[src/hdl/timestamp_frame_interleaver_macros.svh]
// Assertion helpers shared by the interleaver RTL.
// Both macros sample on clk and are disabled while arst_n is low.
`ifndef TIMESTAMP_FRAME_INTERLEAVER_MACROS_SVH
`define TIMESTAMP_FRAME_INTERLEAVER_MACROS_SVH

// Consequent must hold in the same cycle as the antecedent
`define TFI_ASSERT_SAME(label, ante, cons, msg) \
	label: assert property (@(posedge clk) disable iff (!arst_n) (ante) |-> (cons)) \
		else $error(msg);

// Consequent must hold in the cycle after the antecedent
`define TFI_ASSERT_NEXT(label, ante, cons, msg) \
	label: assert property (@(posedge clk) disable iff (!arst_n) (ante) |=> (cons)) \
		else $error(msg);

`endif

[src/hdl/tfi_pkg.sv]
package tfi_pkg;

	// Field widths
	localparam int TIME_W   = 64;
	localparam int DUR_W    = 32;
	localparam int BYTES_W  = 32;
	localparam int TRACK_W  = 8;
	localparam int OTRACK_W = 4;
	localparam int NUMTR_W  = 4;
	localparam int CFG_W    = 32;
	localparam int CFG_IDX_W = 2;

	// Register indexes
	localparam logic [CFG_IDX_W-1:0] REG_NUM_TRACKS = 2'd0;
	localparam logic [CFG_IDX_W-1:0] REG_BYTE_LIMIT = 2'd1;
	localparam logic [CFG_IDX_W-1:0] REG_TIME_LIMIT = 2'd2;

	// Register reset values
	localparam logic [NUMTR_W-1:0] RST_NUM_TRACKS = 4'd1;
	localparam logic [BYTES_W-1:0] RST_BYTE_LIMIT = 32'(1024 * 1024);
	localparam logic [DUR_W-1:0]   RST_TIME_LIMIT = 32'd5000;

	// Request opcodes
	localparam logic OP_ADD   = 1'b0;
	localparam logic OP_FLUSH = 1'b1;

	// Microprogram addresses
	typedef logic [3:0] step_t;
	localparam step_t STEP_IDLE    = 4'd0;
	localparam step_t STEP_DISP    = 4'd1;
	localparam step_t STEP_CHK     = 4'd2;
	localparam step_t STEP_A_RD    = 4'd3;
	localparam step_t STEP_A_LD    = 4'd4;
	localparam step_t STEP_A_CALC  = 4'd5;
	localparam step_t STEP_A_EMIT  = 4'd6;
	localparam step_t STEP_A_STORE = 4'd7;
	localparam step_t STEP_F_INIT  = 4'd8;
	localparam step_t STEP_F_SCAN  = 4'd9;
	localparam step_t STEP_F_TAIL  = 4'd10;
	localparam step_t STEP_F_CHK   = 4'd11;
	localparam step_t STEP_F_CALC  = 4'd12;
	localparam step_t STEP_F_EMIT  = 4'd13;
	localparam step_t STEP_BAD     = 4'd14;

	typedef enum logic [3:0] {
		ACT_NONE,
		ACT_ACCEPT,
		ACT_READ_SLOT,
		ACT_LOAD_REL,
		ACT_CALC,
		ACT_EMIT_ADD,
		ACT_STORE,
		ACT_SCAN_INIT,
		ACT_SCAN,
		ACT_EMIT_FLUSH,
		ACT_EMIT_BAD
	} act_t;

	typedef enum logic [2:0] {
		COND_NEVER,
		COND_ALWAYS,
		COND_NO_IN,
		COND_IS_FLUSH,
		COND_IS_BAD,
		COND_SLOT_EMPTY,
		COND_SCAN_MORE,
		COND_NONE_FOUND
	} cond_t;

	// One control word: datapath action, jump condition, output wait, jump target
	typedef struct packed {
		act_t  act;
		cond_t cond;
		logic  wait_out;
		step_t target;
	} ctrl_t;

	// Held frame as stored in the slot memory
	typedef struct packed {
		logic [TIME_W-1:0]  tc;
		logic [DUR_W-1:0]   dur;
		logic [BYTES_W-1:0] nbytes;
	} slot_t;

	// Result item
	typedef struct packed {
		logic                frame_valid;
		logic [OTRACK_W-1:0] out_track;
		logic [TIME_W-1:0]   out_time;
		logic [DUR_W-1:0]    out_duration;
		logic [BYTES_W-1:0]  out_bytes;
		logic                cluster_start;
		logic [TIME_W-1:0]   end_time;
		logic                bad_track;
		logic                last;
	} res_t;

	// Microprogram ROM
	function automatic ctrl_t ucode(input step_t s);
		ctrl_t w;
		unique case (s)
			STEP_IDLE:    w = '{ACT_ACCEPT,     COND_NO_IN,      1'b0, STEP_IDLE};
			STEP_DISP:    w = '{ACT_NONE,       COND_IS_FLUSH,   1'b0, STEP_F_INIT};
			STEP_CHK:     w = '{ACT_NONE,       COND_IS_BAD,     1'b0, STEP_BAD};
			STEP_A_RD:    w = '{ACT_READ_SLOT,  COND_SLOT_EMPTY, 1'b0, STEP_A_STORE};
			STEP_A_LD:    w = '{ACT_LOAD_REL,   COND_NEVER,      1'b0, STEP_IDLE};
			STEP_A_CALC:  w = '{ACT_CALC,       COND_NEVER,      1'b0, STEP_IDLE};
			STEP_A_EMIT:  w = '{ACT_EMIT_ADD,   COND_NEVER,      1'b1, STEP_IDLE};
			STEP_A_STORE: w = '{ACT_STORE,      COND_ALWAYS,     1'b0, STEP_IDLE};
			STEP_F_INIT:  w = '{ACT_SCAN_INIT,  COND_NEVER,      1'b0, STEP_IDLE};
			STEP_F_SCAN:  w = '{ACT_SCAN,       COND_SCAN_MORE,  1'b0, STEP_F_SCAN};
			STEP_F_TAIL:  w = '{ACT_NONE,       COND_NEVER,      1'b0, STEP_IDLE};
			STEP_F_CHK:   w = '{ACT_NONE,       COND_NONE_FOUND, 1'b0, STEP_IDLE};
			STEP_F_CALC:  w = '{ACT_CALC,       COND_NEVER,      1'b0, STEP_IDLE};
			STEP_F_EMIT:  w = '{ACT_EMIT_FLUSH, COND_ALWAYS,     1'b1, STEP_F_INIT};
			STEP_BAD:     w = '{ACT_EMIT_BAD,   COND_ALWAYS,     1'b1, STEP_IDLE};
			default:      w = '{ACT_NONE,       COND_ALWAYS,     1'b0, STEP_IDLE};
		endcase
		return w;
	endfunction

endpackage

[src/hdl/tfi_frame_if.sv]
interface tfi_frame_if;
	import tfi_pkg::*;

	logic                valid;
	logic                ready;
	logic                opcode;
	logic [TRACK_W-1:0]  track_number;
	logic [TIME_W-1:0]   frame_time;
	logic [DUR_W-1:0]    frame_duration;
	logic [BYTES_W-1:0]  frame_bytes;

	modport source (
		output valid, opcode, track_number, frame_time, frame_duration, frame_bytes,
		input  ready
	);
	modport sink (
		input  valid, opcode, track_number, frame_time, frame_duration, frame_bytes,
		output ready
	);
endinterface

[src/hdl/tfi_result_if.sv]
interface tfi_result_if;
	import tfi_pkg::*;

	logic                valid;
	logic                ready;
	logic                frame_valid;
	logic [OTRACK_W-1:0] out_track;
	logic [TIME_W-1:0]   out_time;
	logic [DUR_W-1:0]    out_duration;
	logic [BYTES_W-1:0]  out_bytes;
	logic                cluster_start;
	logic [TIME_W-1:0]   end_time;
	logic                bad_track;
	logic                last;

	modport source (
		output valid, frame_valid, out_track, out_time, out_duration, out_bytes,
		       cluster_start, end_time, bad_track, last,
		input  ready
	);
	modport sink (
		input  valid, frame_valid, out_track, out_time, out_duration, out_bytes,
		       cluster_start, end_time, bad_track, last,
		output ready
	);
endinterface

[src/hdl/timestamp_frame_interleaver.sv]
// Add to an empty slot: the request is dispatched, checked, its slot read, and the frame stored.
// Add that releases a frame: the held frame is loaded and its result registered, then the new one stored.
// Bad track: a result with bad_track set is registered; output stalls hold the emit step.
// Flush: each held frame is released, earliest first, after a scan of all MAX_TRACKS slots,
// and a closing scan that finds no held frame ends it; the slot scan does one read a cycle.
// arst_n clears held slots, cluster state, registers to defaults and the step counter.
`include "timestamp_frame_interleaver_macros.svh"

module timestamp_frame_interleaver #(
	parameter int MAX_TRACKS = 8
) (
	input  logic                          clk,
	input  logic                          arst_n,
	input  logic                          cfg_we,
	input  logic [tfi_pkg::CFG_IDX_W-1:0] cfg_index,
	input  logic [tfi_pkg::CFG_W-1:0]     cfg_data,
	tfi_frame_if.sink                     frames,
	tfi_result_if.source                  results
);
	import tfi_pkg::*;

	localparam int SLOT_W = (MAX_TRACKS > 1) ? $clog2(MAX_TRACKS) : 1;
	localparam int REM_W  = $clog2(MAX_TRACKS + 1);
	localparam logic [SLOT_W-1:0]  LAST_SLOT = SLOT_W'(MAX_TRACKS - 1);
	localparam logic [TRACK_W-1:0] MAX_TRK   = TRACK_W'(MAX_TRACKS);

	// Sequencer
	step_t step_q, step_d;
	ctrl_t cw;
	logic  cond_hit, out_free, stall, accept;
	logic  do_accept, do_read_slot, do_load, do_calc, do_emit_add, do_store;
	logic  do_scan_init, do_scan, do_emit_flush, do_emit_bad, do_emit;

	// Configuration
	logic [NUMTR_W-1:0] num_tracks_q;
	logic [BYTES_W-1:0] byte_limit_q;
	logic [DUR_W-1:0]   time_limit_q;

	// Captured request
	logic               op_q;
	logic [TRACK_W-1:0] trk_q;
	logic [TIME_W-1:0]  ftime_q;
	logic [DUR_W-1:0]   fdur_q;
	logic [BYTES_W-1:0] fbytes_q;
	logic [TRACK_W-1:0] ntr, trk_m1;
	logic [SLOT_W-1:0]  add_slot;
	logic               trk_bad;

	// Slot store
	logic [MAX_TRACKS-1:0] held_valid_q;
	slot_t                 mem_q [MAX_TRACKS];
	slot_t                 rdata_q;
	logic                  rd_en;
	logic [SLOT_W-1:0]     rd_addr;

	// Scan
	logic [SLOT_W-1:0] scan_q, scan_idx_s1;
	logic              scan_v_s1, found_q, scan_hit, scan_take;
	logic [REM_W-1:0]  rem_q;

	// Release candidate and cluster state
	logic [TIME_W-1:0]  rel_tc_q;
	logic [DUR_W-1:0]   rel_dur_q;
	logic [BYTES_W-1:0] rel_bytes_q;
	logic [SLOT_W-1:0]  rel_slot_q;
	logic               start_q;
	logic [TIME_W-1:0]  end_sum_q;
	logic               cluster_open_q;
	logic [TIME_W-1:0]  cluster_base_q;
	logic [BYTES_W-1:0] cluster_bytes_q;
	logic [TIME_W-1:0]  latest_end_q;
	logic [BYTES_W-1:0] bytes_base, bytes_new;
	logic [BYTES_W:0]   bytes_sum;
	logic [TIME_W-1:0]  end_new;
	logic [TRACK_W-1:0] trk_out;
	logic               emit_last;

	// Output register
	logic out_v_q;
	res_t res_q;

	// Fetch control word
	assign cw       = ucode(step_q);
	assign out_free = !out_v_q || results.ready;
	assign stall    = cw.wait_out && !out_free;

	assign frames.ready = (cw.act == ACT_ACCEPT);
	assign accept       = frames.valid && frames.ready;

	// Request checks
	assign ntr      = ({4'b0, num_tracks_q} > MAX_TRK) ? MAX_TRK : {4'b0, num_tracks_q};
	assign trk_bad  = (trk_q == '0) || (trk_q > ntr);
	assign trk_m1   = trk_q - 8'd1;
	assign add_slot = trk_m1[SLOT_W-1:0];

	// Evaluate jump condition
	always_comb begin
		unique case (cw.cond)
			COND_NEVER:      cond_hit = 1'b0;
			COND_ALWAYS:     cond_hit = 1'b1;
			COND_NO_IN:      cond_hit = !frames.valid;
			COND_IS_FLUSH:   cond_hit = (op_q == OP_FLUSH);
			COND_IS_BAD:     cond_hit = trk_bad;
			COND_SLOT_EMPTY: cond_hit = !held_valid_q[add_slot];
			COND_SCAN_MORE:  cond_hit = (scan_q != LAST_SLOT);
			COND_NONE_FOUND: cond_hit = !found_q;
			default:         cond_hit = 1'b0;
		endcase
	end

	// Next step
	always_comb begin
		if (stall) begin
			step_d = step_q;
		end else if (cond_hit) begin
			step_d = cw.target;
		end else begin
			step_d = step_q + 4'd1;
		end
	end

	always_ff @(posedge clk or negedge arst_n) begin
		if (!arst_n) begin
			step_q <= STEP_IDLE;
		end else begin
			step_q <= step_d;
		end
	end

	// Decode datapath strobes
	always_comb begin
		do_accept     = 1'b0;
		do_read_slot  = 1'b0;
		do_load       = 1'b0;
		do_calc       = 1'b0;
		do_emit_add   = 1'b0;
		do_store      = 1'b0;
		do_scan_init  = 1'b0;
		do_scan       = 1'b0;
		do_emit_flush = 1'b0;
		do_emit_bad   = 1'b0;
		if (!stall) begin
			unique case (cw.act)
				ACT_NONE:       ;
				ACT_ACCEPT:     do_accept     = accept;
				ACT_READ_SLOT:  do_read_slot  = 1'b1;
				ACT_LOAD_REL:   do_load       = 1'b1;
				ACT_CALC:       do_calc       = 1'b1;
				ACT_EMIT_ADD:   do_emit_add   = 1'b1;
				ACT_STORE:      do_store      = 1'b1;
				ACT_SCAN_INIT:  do_scan_init  = 1'b1;
				ACT_SCAN:       do_scan       = 1'b1;
				ACT_EMIT_FLUSH: do_emit_flush = 1'b1;
				ACT_EMIT_BAD:   do_emit_bad   = 1'b1;
				default:        ;
			endcase
		end
	end

	assign do_emit = do_emit_add || do_emit_flush;

	// Configuration writes
	always_ff @(posedge clk or negedge arst_n) begin
		if (!arst_n) begin
			num_tracks_q <= RST_NUM_TRACKS;
			byte_limit_q <= RST_BYTE_LIMIT;
			time_limit_q <= RST_TIME_LIMIT;
		end else if (cfg_we) begin
			unique case (cfg_index)
				REG_NUM_TRACKS: num_tracks_q <= cfg_data[NUMTR_W-1:0];
				REG_BYTE_LIMIT: byte_limit_q <= cfg_data[BYTES_W-1:0];
				REG_TIME_LIMIT: time_limit_q <= cfg_data[DUR_W-1:0];
				default:        ;
			endcase
		end
	end

	// Capture the request
	always_ff @(posedge clk) begin
		if (do_accept) begin
			op_q     <= frames.opcode;
			trk_q    <= frames.track_number;
			ftime_q  <= frames.frame_time;
			fdur_q   <= frames.frame_duration;
			fbytes_q <= frames.frame_bytes;
		end
	end

	// Slot memory: one write, one registered read
	assign rd_en   = do_read_slot || do_scan;
	assign rd_addr = do_scan ? scan_q : add_slot;

	always_ff @(posedge clk) begin
		if (do_store) begin
			mem_q[add_slot] <= '{tc: ftime_q, dur: fdur_q, nbytes: fbytes_q};
		end
		if (rd_en) begin
			rdata_q <= mem_q[rd_addr];
		end
	end

	// Slot occupancy
	always_ff @(posedge clk or negedge arst_n) begin
		if (!arst_n) begin
			held_valid_q <= '0;
		end else if (do_store) begin
			held_valid_q[add_slot] <= 1'b1;
		end else if (do_emit_flush) begin
			held_valid_q[rel_slot_q] <= 1'b0;
		end
	end

	// Scan for the earliest held frame; ties keep the lower slot
	assign scan_hit  = scan_v_s1 && held_valid_q[scan_idx_s1];
	assign scan_take = scan_hit && (!found_q || (rdata_q.tc < rel_tc_q));

	always_ff @(posedge clk or negedge arst_n) begin
		if (!arst_n) begin
			scan_q      <= '0;
			scan_idx_s1 <= '0;
			scan_v_s1   <= 1'b0;
			found_q     <= 1'b0;
			rem_q       <= '0;
		end else begin
			scan_v_s1   <= do_scan;
			scan_idx_s1 <= scan_q;
			if (do_scan_init) begin
				scan_q  <= '0;
				found_q <= 1'b0;
				rem_q   <= '0;
			end else begin
				if (do_scan) begin
					scan_q <= scan_q + SLOT_W'(1);
				end
				if (scan_hit) begin
					rem_q <= rem_q + REM_W'(1);
				end
				if (scan_take) begin
					found_q <= 1'b1;
				end
			end
		end
	end

	// Load the release candidate
	always_ff @(posedge clk) begin
		if (do_load) begin
			rel_tc_q    <= rdata_q.tc;
			rel_dur_q   <= rdata_q.dur;
			rel_bytes_q <= rdata_q.nbytes;
			rel_slot_q  <= add_slot;
		end else if (scan_take) begin
			rel_tc_q    <= rdata_q.tc;
			rel_dur_q   <= rdata_q.dur;
			rel_bytes_q <= rdata_q.nbytes;
			rel_slot_q  <= scan_idx_s1;
		end
	end

	// Decide cluster start and frame end ahead of the emit step
	always_ff @(posedge clk) begin
		if (do_calc) begin
			start_q <= !cluster_open_q
				|| ((rel_tc_q - cluster_base_q) >= TIME_W'(time_limit_q))
				|| (cluster_bytes_q >= byte_limit_q);
			end_sum_q <= rel_tc_q + TIME_W'(rel_dur_q);
		end
	end

	// Saturating byte count and latest end
	assign bytes_base = start_q ? '0 : cluster_bytes_q;
	assign bytes_sum  = {1'b0, bytes_base} + {1'b0, rel_bytes_q};
	assign bytes_new  = bytes_sum[BYTES_W] ? '1 : bytes_sum[BYTES_W-1:0];
	assign end_new    = (end_sum_q > latest_end_q) ? end_sum_q : latest_end_q;
	assign trk_out    = TRACK_W'(rel_slot_q) + 8'd1;
	assign emit_last  = do_emit_add || (rem_q == REM_W'(1));

	always_ff @(posedge clk or negedge arst_n) begin
		if (!arst_n) begin
			cluster_open_q  <= 1'b0;
			cluster_base_q  <= '0;
			cluster_bytes_q <= '0;
			latest_end_q    <= '0;
		end else if (do_emit) begin
			cluster_open_q  <= 1'b1;
			cluster_bytes_q <= bytes_new;
			latest_end_q    <= end_new;
			if (start_q) begin
				cluster_base_q <= rel_tc_q;
			end
		end
	end

	// Output register
	always_ff @(posedge clk or negedge arst_n) begin
		if (!arst_n) begin
			out_v_q <= 1'b0;
		end else if (do_emit || do_emit_bad) begin
			out_v_q <= 1'b1;
		end else if (results.ready) begin
			out_v_q <= 1'b0;
		end
	end

	always_ff @(posedge clk) begin
		if (do_emit) begin
			res_q <= '{
				frame_valid:   1'b1,
				out_track:     trk_out[OTRACK_W-1:0],
				out_time:      rel_tc_q,
				out_duration:  rel_dur_q,
				out_bytes:     rel_bytes_q,
				cluster_start: start_q,
				end_time:      end_new,
				bad_track:     1'b0,
				last:          emit_last
			};
		end else if (do_emit_bad) begin
			res_q <= '{
				frame_valid:   1'b0,
				out_track:     '0,
				out_time:      '0,
				out_duration:  '0,
				out_bytes:     '0,
				cluster_start: 1'b0,
				end_time:      latest_end_q,
				bad_track:     1'b1,
				last:          1'b1
			};
		end
	end

	assign results.valid         = out_v_q;
	assign results.frame_valid   = res_q.frame_valid;
	assign results.out_track     = res_q.out_track;
	assign results.out_time      = res_q.out_time;
	assign results.out_duration  = res_q.out_duration;
	assign results.out_bytes     = res_q.out_bytes;
	assign results.cluster_start = res_q.cluster_start;
	assign results.end_time      = res_q.end_time;
	assign results.bad_track     = res_q.bad_track;
	assign results.last          = res_q.last;

	// Checks
	`TFI_ASSERT_SAME(a_emit_room, do_emit || do_emit_bad, out_free, "result loaded over a waiting one")
	`TFI_ASSERT_SAME(a_flush_held, do_emit_flush, held_valid_q[rel_slot_q], "released an empty slot")
	`TFI_ASSERT_SAME(a_store_good, do_store, (op_q == OP_ADD) && !trk_bad, "stored a bad request")
	`TFI_ASSERT_NEXT(a_accept_disp, accept, step_q == STEP_DISP, "accept did not dispatch")

endmodule
[src/flat_wrapper.sv]
// flat-port wrapper written by rule: the top's interface ports become plain ports
module timestamp_frame_interleaver_flat import tfi_pkg::*;
#(
	parameter int MAX_TRACKS = 8
)
  (clk, arst_n, cfg_we, cfg_index, cfg_data, frames_valid, frames_opcode, frames_track_number, frames_frame_time, frames_frame_duration, frames_frame_bytes, frames_ready, results_valid, results_frame_valid, results_out_track, results_out_time, results_out_duration, results_out_bytes, results_cluster_start, results_end_time, results_bad_track, results_last, results_ready);
  tfi_frame_if frames_i ();
  tfi_result_if results_i ();
  input  logic clk;
  input  logic arst_n;
  input  logic cfg_we;
  input  logic [tfi_pkg::CFG_IDX_W-1:0] cfg_index;
  input  logic [tfi_pkg::CFG_W-1:0] cfg_data;
  input wire logic [$bits(frames_i.valid)-1:0] frames_valid;
  input wire logic [$bits(frames_i.opcode)-1:0] frames_opcode;
  input wire logic [$bits(frames_i.track_number)-1:0] frames_track_number;
  input wire logic [$bits(frames_i.frame_time)-1:0] frames_frame_time;
  input wire logic [$bits(frames_i.frame_duration)-1:0] frames_frame_duration;
  input wire logic [$bits(frames_i.frame_bytes)-1:0] frames_frame_bytes;
  output wire logic [$bits(frames_i.ready)-1:0] frames_ready;
  output wire logic [$bits(results_i.valid)-1:0] results_valid;
  output wire logic [$bits(results_i.frame_valid)-1:0] results_frame_valid;
  output wire logic [$bits(results_i.out_track)-1:0] results_out_track;
  output wire logic [$bits(results_i.out_time)-1:0] results_out_time;
  output wire logic [$bits(results_i.out_duration)-1:0] results_out_duration;
  output wire logic [$bits(results_i.out_bytes)-1:0] results_out_bytes;
  output wire logic [$bits(results_i.cluster_start)-1:0] results_cluster_start;
  output wire logic [$bits(results_i.end_time)-1:0] results_end_time;
  output wire logic [$bits(results_i.bad_track)-1:0] results_bad_track;
  output wire logic [$bits(results_i.last)-1:0] results_last;
  input wire logic [$bits(results_i.ready)-1:0] results_ready;
  assign frames_i.valid = frames_valid;
  assign frames_i.opcode = frames_opcode;
  assign frames_i.track_number = frames_track_number;
  assign frames_i.frame_time = frames_frame_time;
  assign frames_i.frame_duration = frames_frame_duration;
  assign frames_i.frame_bytes = frames_frame_bytes;
  assign frames_ready = frames_i.ready;
  assign results_valid = results_i.valid;
  assign results_frame_valid = results_i.frame_valid;
  assign results_out_track = results_i.out_track;
  assign results_out_time = results_i.out_time;
  assign results_out_duration = results_i.out_duration;
  assign results_out_bytes = results_i.out_bytes;
  assign results_cluster_start = results_i.cluster_start;
  assign results_end_time = results_i.end_time;
  assign results_bad_track = results_i.bad_track;
  assign results_last = results_i.last;
  assign results_i.ready = results_ready;
  timestamp_frame_interleaver #(.MAX_TRACKS(MAX_TRACKS)) u_core (.clk(clk), .arst_n(arst_n), .cfg_we(cfg_we), .cfg_index(cfg_index), .cfg_data(cfg_data), .frames(frames_i), .results(results_i));
endmodule
[config.mk]
export PLATFORM = sky130hd
export DESIGN_NAME = timestamp_frame_interleaver_flat
export DESIGN_NICKNAME = d
export VERILOG_FILES = /design/src/hdl/tfi_pkg.sv /design/src/hdl/tfi_frame_if.sv /design/src/hdl/tfi_result_if.sv /design/src/hdl/timestamp_frame_interleaver.sv /design/src/flat_wrapper.sv
export VERILOG_INCLUDE_DIRS = /design/src /design/src/hdl
export SDC_FILE = /design/constraint.sdc
export NUM_CORES = 2
export LEC_CHECK = 0
export ABC_AREA = 1
export BUFFER_PORTS_ARGS = -buffer_cell sky130_fd_sc_hd__buf_2
export CAP_MARGIN = 20
export CORE_MARGIN = 4
export CORE_UTILIZATION = 57
export DETAILED_ROUTE_END_ITERATION = 6
export MAX_ROUTING_LAYER = met4
export PLACE_DENSITY = 0.85
export SLEW_MARGIN = 20
export SYNTH_ARGS = -nofsm -noshare
export SYNTH_HDL_FRONTEND = slang
export SYNTH_SLANG_ARGS = --single-unit
export TNS_END_PERCENT = 10
[constraint.sdc]
create_clock -name clk -period 36.5 [get_ports clk]
set_clock_uncertainty 0.2 [all_clocks]
set_input_delay 1.825 -clock clk [delete_from_list [all_inputs] [get_ports clk]]
set_output_delay 1.825 -clock clk [all_outputs]
set_load 0.05 [all_outputs]
==> flow_summary.yaml <==
clock_tree:
  htreeDepth: 4
  cts_buffer_depth: 3
  postCtsSetupBuffers: 0
  hold_buffers: 0
  clock_latency_ps: 850
  cts_tree: "built"
  cts_root_buf: "clkbuf_16"
  cts_made_buffers: 186
  cts.clk_slew.worst_paths_ps: 70
  cts_sinks: 1939
  cts-resized-gates: 0
placed_design:
  place_ws_ps: 29430
  placed_area_um2: 92100
  place_inst: 10500
  gp_congestion: 0.994
  hpwl_um: 158000
  io_buffers: 377
detailed_routing:
  totalWireLength_um: 239000
  drc: 2
  post_drt_wl_per_cell_um: 22.1
  ant_nets: 0
  via_count: 62600
  initialDrtViolationCount: 7207
  vias_per_cell: 5.78
  first_pass_iters: 7
grt:
  met2_usage_pct: 46.2
  overflow: 0
  grt_first_pass_wirelength_um: 360000
  grt.total_usage_pct: 30.0
  grt_pass1_vias: 60400
  antenna_found_initial: 19
  grt_max_degree: 331
  top_usage_layer: "met2"
  use_met3_pct: 5.24
  grt_util_met1_pct: 41.0
die:
  row_count: 144
  die_w_um: 402
  start_util_pct: 57.4
  core_area_um2: 154000
  io_pins: 378
  die_area_um2: 162000
  die_h_um: 402
cells_and_area:
  final_cell_mix: "edfxtp_1, nand2_1, inv_1, nor2_1, a21oi_1"
  layout-drive-gt1-share_pct: 8.38
  fin_cells: 10800
  layout_commonest_cell: "edfxtp_1"
  area_delta_synth_final_pct: 11.2
  layout.nets: 9135
  stdcell_area_um2: 98400
  final_util_pct: 63.8
pwr:
  vdd_ir_drop_max_v: 0.000108
  switching_power_mw: 4.10
  p_comb_share_pct: 41.2
  p_leak_nw: 40.9
  p_seq_share_pct: 38.3
  p_int_mw: 5.31
  clkPwrFrac_pct: 20.5
  power_density_nw_per_um2: 95.7
  swShare_pct: 43.6
yosys:
  syn-num-nets: 8814
  seq_area_frac_synth_pct: 64.4
  ys_ff_latch: 1939
  async_flop_share_pct: 13.1
  syn_area_um2: 88400
  ys.warnings.count: 0
  ys_types: 60
  yosys.area.top_type_share_pct: 57.1
  synth_top_area_cell: "edfxtp_1"
  yosys-top-cells-area: "edfxtp_1, nand2_1, dfrtp_1, inv_1, ha_1"
  syn_area_per_cell_um2: 10.7
  synth-edff-count: 1683
  synthFlopType: "edfxtp_1"
  syn_inst: 8302
sta:
  layout_min_cycle_time_ps: 6260
  slew_headroom_pct: 19.1
  finalWorstSetupSlack_ps: 30240
  hold_violations: 0
  rsz0062_at_grt: "false"
  tightestPinTransition_ps: 1200
  finalSetupViolCount: 0
  max_freq_mhz: 160
  drv_slew: 0
  setup-tns-final_ps: 0
  post-route-period-util_pct: 17.1
worst_setup_path:
  r2r-end: "u_core.rdata_q[111]"
  cp_max_fo: 280
  worst_path_largest_cell_delay_ps: 790
  regToRegStartpoint: "u_core.step_q[0]"
  cp-end-kind: "register"
  path_cells: "buf_2 > nor2_1 > o21ai_1 > nand3_2 > nor2_8 > o21ai_4 > buf_12 > buf_6 > buf_12 > nand2_1 > o211ai_1 > nand2_1 > nor2_1 > a31oi_1"
  worstSetupPathType: "input port to register"
  crit_path_start_kind: "input port"
  required_ps: 36820
  cp.arrival_ps: 6580
  critPathSlowestCell: "buf_12"
  rr_worst_depth: 17
  ff2ff_setup_slack_ps: 30270
job:
  drv_cap: 0
min_path:
  worstHoldStart: "u_core.rdata_q[41]"
  worstHoldEndpoint: "u_core.rel_dur_q[9]"
  hold_depth: 0
  hp-class: "register to register"
outcome:
  status: "finished, violations left"
  violations: "DRC"
-- state kept, by name, indices dropped and copies added, names as in the netlist, 8 cells and up --
signal / flops
u_core.time_limit_q: 32
u_core.latest_end_q: 64
u_core.cluster_base_q: 64
u_core.rel_tc_q: 64
u_core.rdata_q: 128
u_core.cluster_bytes_q: 32
u_core.byte_limit_q: 32
u_core.ftime_q: 64
u_core.end_sum_q: 64
u_core.trk_q: 8
u_core.fbytes_q: 32
u_core.held_valid_q: 8
u_core.results.out_time: 64
u_core.fdur_q: 32
u_core.results.out_bytes: 32
u_core.results.end_time: 64
u_core.results.out_duration: 32
u_core.mem_q: 1024
u_core.rel_dur_q: 32
u_core.rel_bytes_q: 32
-- synth_stat cells (2+ instances only) --
cell type / number
clkinv_1: 7
edfxtp_1: 1683
inv_1: 1378
clkbuf_1: 84
buf_1: 10
ha_1: 333
o221a_2: 4
buf_6: 4
nor4_1: 15
dfrtp_1: 247
o21bai_1: 11
a22oi_1: 2
nand2_1: 1661
xnor2_1: 27
o31ai_1: 3
o21a_1: 29
o211ai_1: 270
a211oi_1: 10
dfxtp_1: 2
buf_2: 177
a21o_1: 13
fa_1: 3
nor2_1: 629
nand4_1: 52
o21ai_0: 483
o211a_1: 2
a21boi_0: 6
and3_1: 2
nor4b_1: 2
o21ai_1: 17
and2_1: 2
o22ai_1: 8
nand3_1: 257
nor3_1: 54
o221ai_1: 6
o21ai_2: 4
a31oi_1: 162
xor2_1: 87
buf_4: 18
nand3b_1: 9
dfstp_2: 7
a21oi_1: 504
-- critical path: cells and delay by family --
kind | cells | cell delay, ps
AOI/OAI and AO/OA | 4 | 1100
and+or+nand+nor | 6 | 820
buffers and inverters | 4 | 2250
-- per-layer routing --
layer  wire, µm  vias up
li1           -    28800
met1      96500    30100
met2     110000     3233
met3      24200      485
met4       8240        0
met5          0        -
-- per-stage QoR --
step	hold slack [ps]	total power [mW]
floorplan	198	6.19
global placement	200	7.25
detailed placement	205	7.40
CTS	179	9.35
global route	190	9.92
finish	179	9.42
-- kinds of logic (layout without fill, tap and decap cells) --
family / after synthesis / after routing / synth area share, %
XOR/XNOR: 114 / 114 / 1.13
buffers and inverters: 1679 / 2155 / 7.49
flip-flops: 1939 / 1939 / 64.4
other: 0 / 9 / 0
AND/OR/NAND/NOR: 2691 / 2691 / 12.2
AO/OA/AOI/OAI: 1543 / 1543 / 10.1
adder cells (fa/ha/maj): 336 / 336 / 4.78
-- final cells by class --
| cell class | count | area, µm² |
|---|---|---|
| antenna | 9 | 22.5 |
| multi-input combinational | 4684 | 25100 |
| sequential | 1939 | 56900 |
| fill | 11300 | 55800 |
| clock buffer | 232 | 4920 |
| tap | 2044 | 2560 |
| inverter | 1386 | 5210 |
| clock inverter | 111 | 1220 |
| timing repair buffer | 426 | 2450 |
-- power by group through the flow --
stage	combinational (mW)	sequential (mW)	clock (mW)
2_1_floorplan	2.29	3.89	0
3_3_place_gp	3.64	3.61	0
3_5_place_dp	3.78	3.63	0
4_1_cts	3.81	3.59	1.94
5_1_grt	4.25	3.63	2.04
6_report	3.88	3.61	1.93
-- how the worst max path moves through the flow --
stage | cells after the start | from | slack [ps] | to
final | 14 | results_ready | 30240 | u_core.rdata_q[111]
after CTS | 17 | u_core.step_q[0] | 30240 | u_core.rdata_q[100]
after detailed placement | 14 | results_ready | 29430 | u_core.rdata_q[124]
after floorplan | 4 | results_ready | 23980 | u_core.rdata_q[0]
after global placement | 14 | results_ready | 29800 | u_core.rdata_q[114]
after global routing | 17 | u_core.step_q[0] | 29970 | u_core.rdata_q[98]
(Power assumes the default switching activity.)
